==> config.mk <==
export PLATFORM = sky130hd
export DESIGN_NAME = tkd_dist
export DESIGN_NICKNAME = d
export VERILOG_FILES = /design/src/rtl/tkd_pkg.sv /design/src/rtl/tkd_dist.sv
export SDC_FILE = /design/constraint.sdc
export NUM_CORES = 2
export LEC_CHECK = 0
export BUFFER_PORTS_ARGS = -buffer_cell sky130_fd_sc_hd__buf_2
export CAP_MARGIN = 30
export CORE_UTILIZATION = 60
export CTS_CLUSTER_SIZE = 12
export DETAILED_ROUTE_END_ITERATION = 16
export MAX_ROUTING_LAYER = met4
export PLACE_DENSITY = 0.81
export SLEW_MARGIN = 20
export SYNTH_ARGS = -nofsm -noshare
export SYNTH_HDL_FRONTEND = slang
export SYNTH_SLANG_ARGS = --single-unit
==> constraint.sdc <==
create_clock -name clk -period 37.9 [get_ports clk]
set_input_delay 3.79 -clock clk [delete_from_list [all_inputs] [get_ports clk]]
set_output_delay 3.79 -clock clk [all_outputs]
set_load 0.02 [all_outputs]
==> src/rtl/tkd_pkg.sv <==
// Shared widths, register indexes and the knot record of the trajectory knot decimator.
package tkd_pkg;

    localparam int POS_W   = 32;
    localparam int TIME_W  = 32;
    localparam int SPEED_W = 20;
    localparam int ACCEL_W = 16;
    localparam int HDG_W   = 16;
    localparam int DIST_W  = 32;
    localparam int THR_W   = 19;
    localparam int EPS_W   = 16;
    localparam int CFG_W   = 32;
    localparam int CFG_A_W = 2;
    localparam int IN_DATA_W  = 152;
    localparam int OUT_DATA_W = 216;

    localparam logic [CFG_A_W-1:0] REG_STOP_THR  = 2'd0;
    localparam logic [CFG_A_W-1:0] REG_MIN_DIST  = 2'd1;
    localparam logic [CFG_A_W-1:0] REG_MAX_HDG   = 2'd2;
    localparam logic [CFG_A_W-1:0] REG_GEOM_EPS  = 2'd3;

    typedef struct packed {
        logic [DIST_W-1:0]  s;
        logic [POS_W-1:0]   x;
        logic [POS_W-1:0]   y;
        logic [TIME_W-1:0]  tstamp;
        logic [SPEED_W-1:0] speed;
        logic [ACCEL_W-1:0] accel;
        logic [HDG_W-1:0]   heading;
    } knot_t;

    typedef struct packed {
        knot_t              knot;
        logic [TIME_W-1:0]  wait_us;
        logic               final_flag;
    } out_word_t;

endpackage

==> src/rtl/tkd_dist.sv <==
// Planar distance unit: squared difference through one shared multiplier, then a bit-serial root.
module tkd_dist (
    input  logic                       clk,
    input  logic                       rst_n,
    input  logic                       start,
    input  logic [tkd_pkg::POS_W-1:0]  pos_x,
    input  logic [tkd_pkg::POS_W-1:0]  pos_y,
    input  logic [tkd_pkg::POS_W-1:0]  prev_x,
    input  logic [tkd_pkg::POS_W-1:0]  prev_y,
    output logic                       done,
    output logic [tkd_pkg::DIST_W-1:0] dist_mm
);
    import tkd_pkg::*;

    localparam int SQ_W  = 2 * POS_W;
    localparam int REM_W = DIST_W + 2;
    localparam int CNT_W = $clog2(DIST_W);

    localparam logic [2:0] D_IDLE = 3'd0;
    localparam logic [2:0] D_DIFF = 3'd1;
    localparam logic [2:0] D_SQX  = 3'd2;
    localparam logic [2:0] D_SQY  = 3'd3;
    localparam logic [2:0] D_SUM  = 3'd4;
    localparam logic [2:0] D_ROOT = 3'd5;

    logic [2:0]        state_reg, state_next;
    logic [POS_W-1:0]  ux_reg, uy_reg;
    logic [SQ_W-1:0]   prod_reg, acc_reg;
    logic [SQ_W-1:0]   n_reg;
    logic [REM_W-1:0]  rem_reg;
    logic [DIST_W-1:0] root_reg;
    logic [CNT_W-1:0]  cnt_reg;
    logic              done_reg;

    logic [POS_W:0]    dx, dy;
    logic [POS_W:0]    ax, ay;
    logic [POS_W-1:0]  mul_a;
    logic [SQ_W-1:0]   mul_p;
    logic [SQ_W:0]     sq_sum;
    logic [REM_W+1:0]  r2, trial;
    logic              ge;

    assign dx    = {pos_x[POS_W-1], pos_x} - {prev_x[POS_W-1], prev_x};
    assign dy    = {pos_y[POS_W-1], pos_y} - {prev_y[POS_W-1], prev_y};
    assign ax    = dx[POS_W] ? (~dx + 1'b1) : dx;
    assign ay    = dy[POS_W] ? (~dy + 1'b1) : dy;
    assign mul_a = (state_reg == D_SQX) ? ux_reg : uy_reg;
    assign mul_p = mul_a * mul_a;
    assign sq_sum = {1'b0, acc_reg} + {1'b0, prod_reg};

    // One root bit per cycle from the top two bits of the radicand.
    assign r2    = {rem_reg, n_reg[SQ_W-1:SQ_W-2]};
    assign trial = {2'b00, root_reg, 2'b01};
    assign ge    = (r2 >= trial);

    always_comb
    begin
        state_next = state_reg;
        case (state_reg)
            D_IDLE: if (start) state_next = D_DIFF;
            D_DIFF: state_next = D_SQX;
            D_SQX:  state_next = D_SQY;
            D_SQY:  state_next = D_SUM;
            D_SUM:  state_next = D_ROOT;
            D_ROOT: if (cnt_reg == CNT_W'(DIST_W - 1)) state_next = D_IDLE;
            default: state_next = D_IDLE;
        endcase
    end

    always_ff @(posedge clk or negedge rst_n)
    begin
        if (!rst_n)
        begin
            state_reg <= D_IDLE;
            done_reg  <= 1'b0;
        end
        else
        begin
            state_reg <= state_next;
            done_reg  <= (state_reg == D_ROOT) && (cnt_reg == CNT_W'(DIST_W - 1));
        end
    end

    always_ff @(posedge clk)
    begin
        case (state_reg)
            D_DIFF:
            begin
                ux_reg <= ax[POS_W-1:0];
                uy_reg <= ay[POS_W-1:0];
            end
            D_SQX:
            begin
                prod_reg <= mul_p;
            end
            D_SQY:
            begin
                acc_reg  <= prod_reg;
                prod_reg <= mul_p;
            end
            D_SUM:
            begin
                // An overflowing sum clamps to all ones, whose root is the saturated distance.
                n_reg    <= sq_sum[SQ_W] ? {SQ_W{1'b1}} : sq_sum[SQ_W-1:0];
                rem_reg  <= '0;
                root_reg <= '0;
                cnt_reg  <= '0;
            end
            D_ROOT:
            begin
                n_reg    <= {n_reg[SQ_W-3:0], 2'b00};
                rem_reg  <= ge ? REM_W'(r2 - trial) : REM_W'(r2);
                root_reg <= {root_reg[DIST_W-2:0], ge};
                cnt_reg  <= cnt_reg + 1'b1;
            end
            default:
            begin
            end
        endcase
    end

    assign done    = done_reg;
    assign dist_mm = root_reg;

endmodule
# After elaboration in Yosys (flattened, before gate mapping)
# Index checks and enable logic that the tools add are counted.
# word_totals
input_bits,131
romBits,0
elab_cells,46
memories,0
latch_bits,0
ram_bits,0
ff_bits,331
# op_classes
div,0
mul,1
n_bitwise,2
reduce_logical,5
n_eq_ne,8
mux,12
magnitude_cmp,1
shifts,0
n_addsub,7
# ops
op,count
64-bit one-hot mux with 2 select lines,1
32-bit 2-to-1 mux,3
34-bit one-hot mux with 2 select lines,1
32-bit by 32-bit subtractor with 33-bit output,2
64-bit by 64-bit adder with 65-bit output,1
"32-bit by 1-bit adder with 32-bit output, second input constant",2
32-bit by 32-bit multiplier with 64-bit output,1
64-bit 2-to-1 mux,1
32-bit inverter,2
32-bit one-hot mux with 2 select lines,1
36-bit by 34-bit >= comparator with 1-bit output,1
34-bit 2-to-1 mux,1
34-bit subtractor,1
3-bit one-hot mux with 6 select lines,1
5-bit one-hot mux with 2 select lines,1
"3-bit by 2-bit equality test with 1-bit output, second input constant",2
"3-bit equality test, second input constant",2
3-bit 2-to-1 mux,2
"5-bit by 1-bit adder with 5-bit output, second input constant",1
"5-bit equality test, second input constant",1
"2-bit != test, second input constant",2
"3-bit by 1-bit equality test with 1-bit output, second input constant",1
3-bit logical NOT,1
2-bit AND reduction,1
3 further kinds,3

# Longest topological paths before layout
# depth
depth_word,4
depth_mapped,36
ltp_nobuf,32

# Worst setup path after synthesis
# No wires, ideal clock.
# synth_path
path_type,register to register
start,register state_reg[2]
end,"register prod_reg[62], data pin"
arrival_time_ns,12.362
synth_period_minus_slack_ns,12.620
required_time_ns,37.642
stages_incl_launch_ff,32
path_slack_ns,25.280
setup_time_ns,0.258
path_cell_list,dfrtp_1 -> nor2b_1 -> nor2b_1 -> clkbuf_1 -> buf_1 -> clkbuf_1 -> mux2i_1 -> clkbuf_1 -> buf_1 -> nor2_1 -> fa_1 -> inv_1 -> fa_1 -> inv_1 -> fa_1 -> fa_1 -> fa_1 -> fa_1 -> fa_1 -> fa_1 -> ha_1 -> clkbuf_1 -> and3_1 -> nand2_1 -> o311ai_0 -> inv_1 -> o41a_1 -> o31ai_1 -> a211oi_1 -> o21ai_0 -> a31oi_1 -> xnor2_1
# synth_via
elab_chain_len,3
# synth_lines
element,line,rtl
from (decl),tkd_dist.sv:26,"logic [2:0] state_reg, state_next;"
from (signal assigned),tkd_dist.sv:79,state_reg <= state_next;
3-bit by 2-bit equality test with 1-bit output,tkd_dist.sv:47,assign mul_a = (state_reg == D_SQX) ? ux_reg : uy_reg;
32-bit 2-to-1 mux,tkd_dist.sv:47,
32-bit by 32-bit multiplier with 64-bit output,tkd_dist.sv:48,assign mul_p = mul_a * mul_a;
net mul_p[62],tkd_dist.sv:38,logic [SQ_W-1:0] mul_p;
to (signal assigned),tkd_dist.sv:94,prod_reg <= mul_p;
to (signal assigned),tkd_dist.sv:99,prod_reg <= mul_p;
to (decl),tkd_dist.sv:28,"logic [SQ_W-1:0] prod_reg, acc_reg;"
# The timed path passes the listed nets, and every way through them passes these cells.
# A chain may end at the register's enable or synchronous reset.

# Worst setup path after layout
# layout_path
start,register state_reg[1]
end,"register prod_reg[62], data pin"
# The elaborated chain is that of the path after synthesis.

==> summary.txt <==
Timing
  • Endpoints failing hold: 0
  • Worst-Margin Slew: 1050 ps
  • Tmin final: 11900 ps
  • Slew headroom: 30.0%
  • Count of final setup violators: 0
  • Maximum clock frequency: 0.0841 GHz
  • Final period util: 31.4%
  • Max Slew Vio Count: 0
  • Setup_tns: 0 ps
  • RSZ-0062 raised after global routing: no
  • Clock skew: 33.4 ps

Place
  • IO Port Bufs: 163
  • Placer Congestion: 0.994
  • DP HPWL: 101 mm

Yosys
  • Yosys cell types: 83
  • Synth top area share: 31.7%
  • Seq/Total Area, Yosys: 19.6%
  • YS warnings: 0
  • Synth Cell Area: 0.0502 sq mm
  • Syn_area_per_cell: 9.46 sq um
  • Top cells by count, synth: 1147 x inv_1, 794 x fa_1, 528 x nor2_1
  • Count leader, synth: inv_1
  • Synthesized instance count: 5307
  • Ranking of synthesized cells by area: fa_1 32%, edfxtp_1 19%, ha_1 11%
  • Cell taking the most area after synthesis: fa_1
  • Synthesized flop and latch total: 329
  • Mapped Nets: 6685
  • EDFF count, synth: 325
  • Top FF cell, synth: edfxtp_1
  • Synth async-reset ratio: 1.22%

Clocking
  • CTS Sinks: 329
  • H-tree depth: 2
  • TritonCTS clock tree: done
  • Hold Buf Count CTS: 0
  • Post-CTS setup buffer count: 0
  • Clk root buf: clkbuf_16
  • CTS clk-pin slew, worst paths: 60 ps
  • CTS buffer count: 37
  • Post-cts sizing count: 0
  • Worst-Skew Late Latency: 570 ps
  • CTS max path bufs: 3

Status
  • Outcome: finished, final reports clean

Flow run
  • Max-Cap Viols: 0

Global route
  • Number of global-route vias before repair: 39700
  • Initial antenna violation count: 1
  • GR Util All Layers: 31.6%
  • First-pass GRT wire length: 206 mm
  • Gr ovfl total: 0
  • Largest net degree at the start of global routing: 106

Drt
  • Drt wl/cell: 19.5 um
  • DRC Markers: 0
  • DR vias/cell: 5.81
  • DR iter-0 viols: 3073
  • Detailed Route WL: 127 mm
  • Via count: 37700
  • Post-route antenna net violation count: 0
  • Drt pass-1 iters: 8

Worst setup path
  • Startpoint Class: register
  • CP peak stage delay: 720 ps
  • Cells on worst reg2reg path: 32
  • WP data arrival: 12200 ps
  • CP Max Fanout: 65
  • RR Endpoint: prod_reg[62]
  • Critical path's slowest cell: clkinv_1
  • Crit. End Element: register
  • Reg2reg setup slack: 26000 ps
  • Critical path required time: 38210 ps
  • CP Class: register to register
  • R2r startpoint: state_reg[1]
  • CP most frequent cell: fa_1
  • Crit path buf inv count: 10
  • CP top delay family: adder cells

Floorplanning
  • Die width: 291 um
  • IO Count: 164
  • Initial Util: 60.9%
  • Site Rows: 105
  • Die Ht: 291 um
  • Core Region: 0.0824 sq mm
  • Die Footprint: 0.0848 sq mm

Hold path
  • Worst Min Path Start: prod_reg[4]
  • WHS Path Cells: 0
  • Worst min-delay path endpoint: acc_reg[4]
  • Hold Path Class: register to register

Cells and area
  • Max reg flops: 64
  • Area Growth Syn to Fin: 6.57%
  • Layout cells sized above 1: 6.26%
  • Layout Nets: 6771
  • Fin util: 64.9%
## placed cells by master (no fill, tap or decap), types with 22 or more instances in the layout
cell / count
nand2_1: 395
nor3_1: 53
mux2_2: 22
nand3_1: 52
a31oi_1: 84
clkbuf_16: 37
o21a_1: 27
o21bai_1: 31
o21ai_0: 149
nand4_1: 30
edfxtp_1: 325
xor2_1: 102
buf_2: 163
nand2b_1: 35
buf_4: 40
a211oi_1: 23
a21oi_1: 261
a21o_1: 135
nor2_1: 528
ha_1: 453
inv_1: 1147
fa_1: 794
xnor2_1: 185
## cell type report
class / instances / area [sq um]
tap: 1070 / 1340
clock buffer: 48 / 997
sequential: 329 / 9860
fill: 6414 / 28900
timing repair buffer: 210 / 1250
multi-input combinational: 3662 / 35500
inverter: 1153 / 4330
antenna: 1 / 2.50
clock inverter: 16 / 229
## layer usage
layer	up-vias	global-route usage, %	part of all wire, %	wire length [um]
met5	-	-	0	0
met4	0	13.1	4.9	6170
met3	423	6.56	9.5	12000
met2	1755	51.4	47	59800
met1	18300	38.4	38	48700
li1	17200	-	-	-
## worst max-delay path by stage
stage               depth (start not counted)         start           end
CTS                                        32  state_reg[1]  prod_reg[62]
global route                               32  state_reg[1]  prod_reg[62]
global placement                           32  state_reg[1]  prod_reg[62]
floorplan                                  31  state_reg[2]  prod_reg[62]
finish                                     32  state_reg[1]  prod_reg[62]
detailed placement                         32  state_reg[1]  prod_reg[62]
## metrics by stage
stage | instances | hold slack, ps | setup slack [ps] | area [sq um]
floorplan | 5307 | 433 | 25280 | 50200
global placement | 6417 | 449 | 26440 | 52100
detailed placement | 6421 | 446 | 26270 | 52200
CTS | 6485 | 457 | 26240 | 53400
global route | 6489 | 473 | 25690 | 53500
finish | 6489 | 455 | 26000 | 53500
## logic make-up (layout without fill, tap and decap cells)
family / after synthesis / in the layout / synth area share, %
adder cells (fa/ha/maj): 1247 / 1247 / 43.0
multiplexers: 50 / 50 / 1.05
buffers and inverters: 1316 / 1427 / 9.88
flip-flops: 329 / 329 / 19.6
other: 0 / 1 / 0
AO/OA/AOI/OAI: 852 / 852 / 10.8
XOR/XNOR: 287 / 287 / 5.01
AND/OR/NAND/NOR: 1226 / 1226 / 10.6
Power is not shown: default switching activity piles up to over one toggle a cycle in this logic, so the estimate is an artifact.
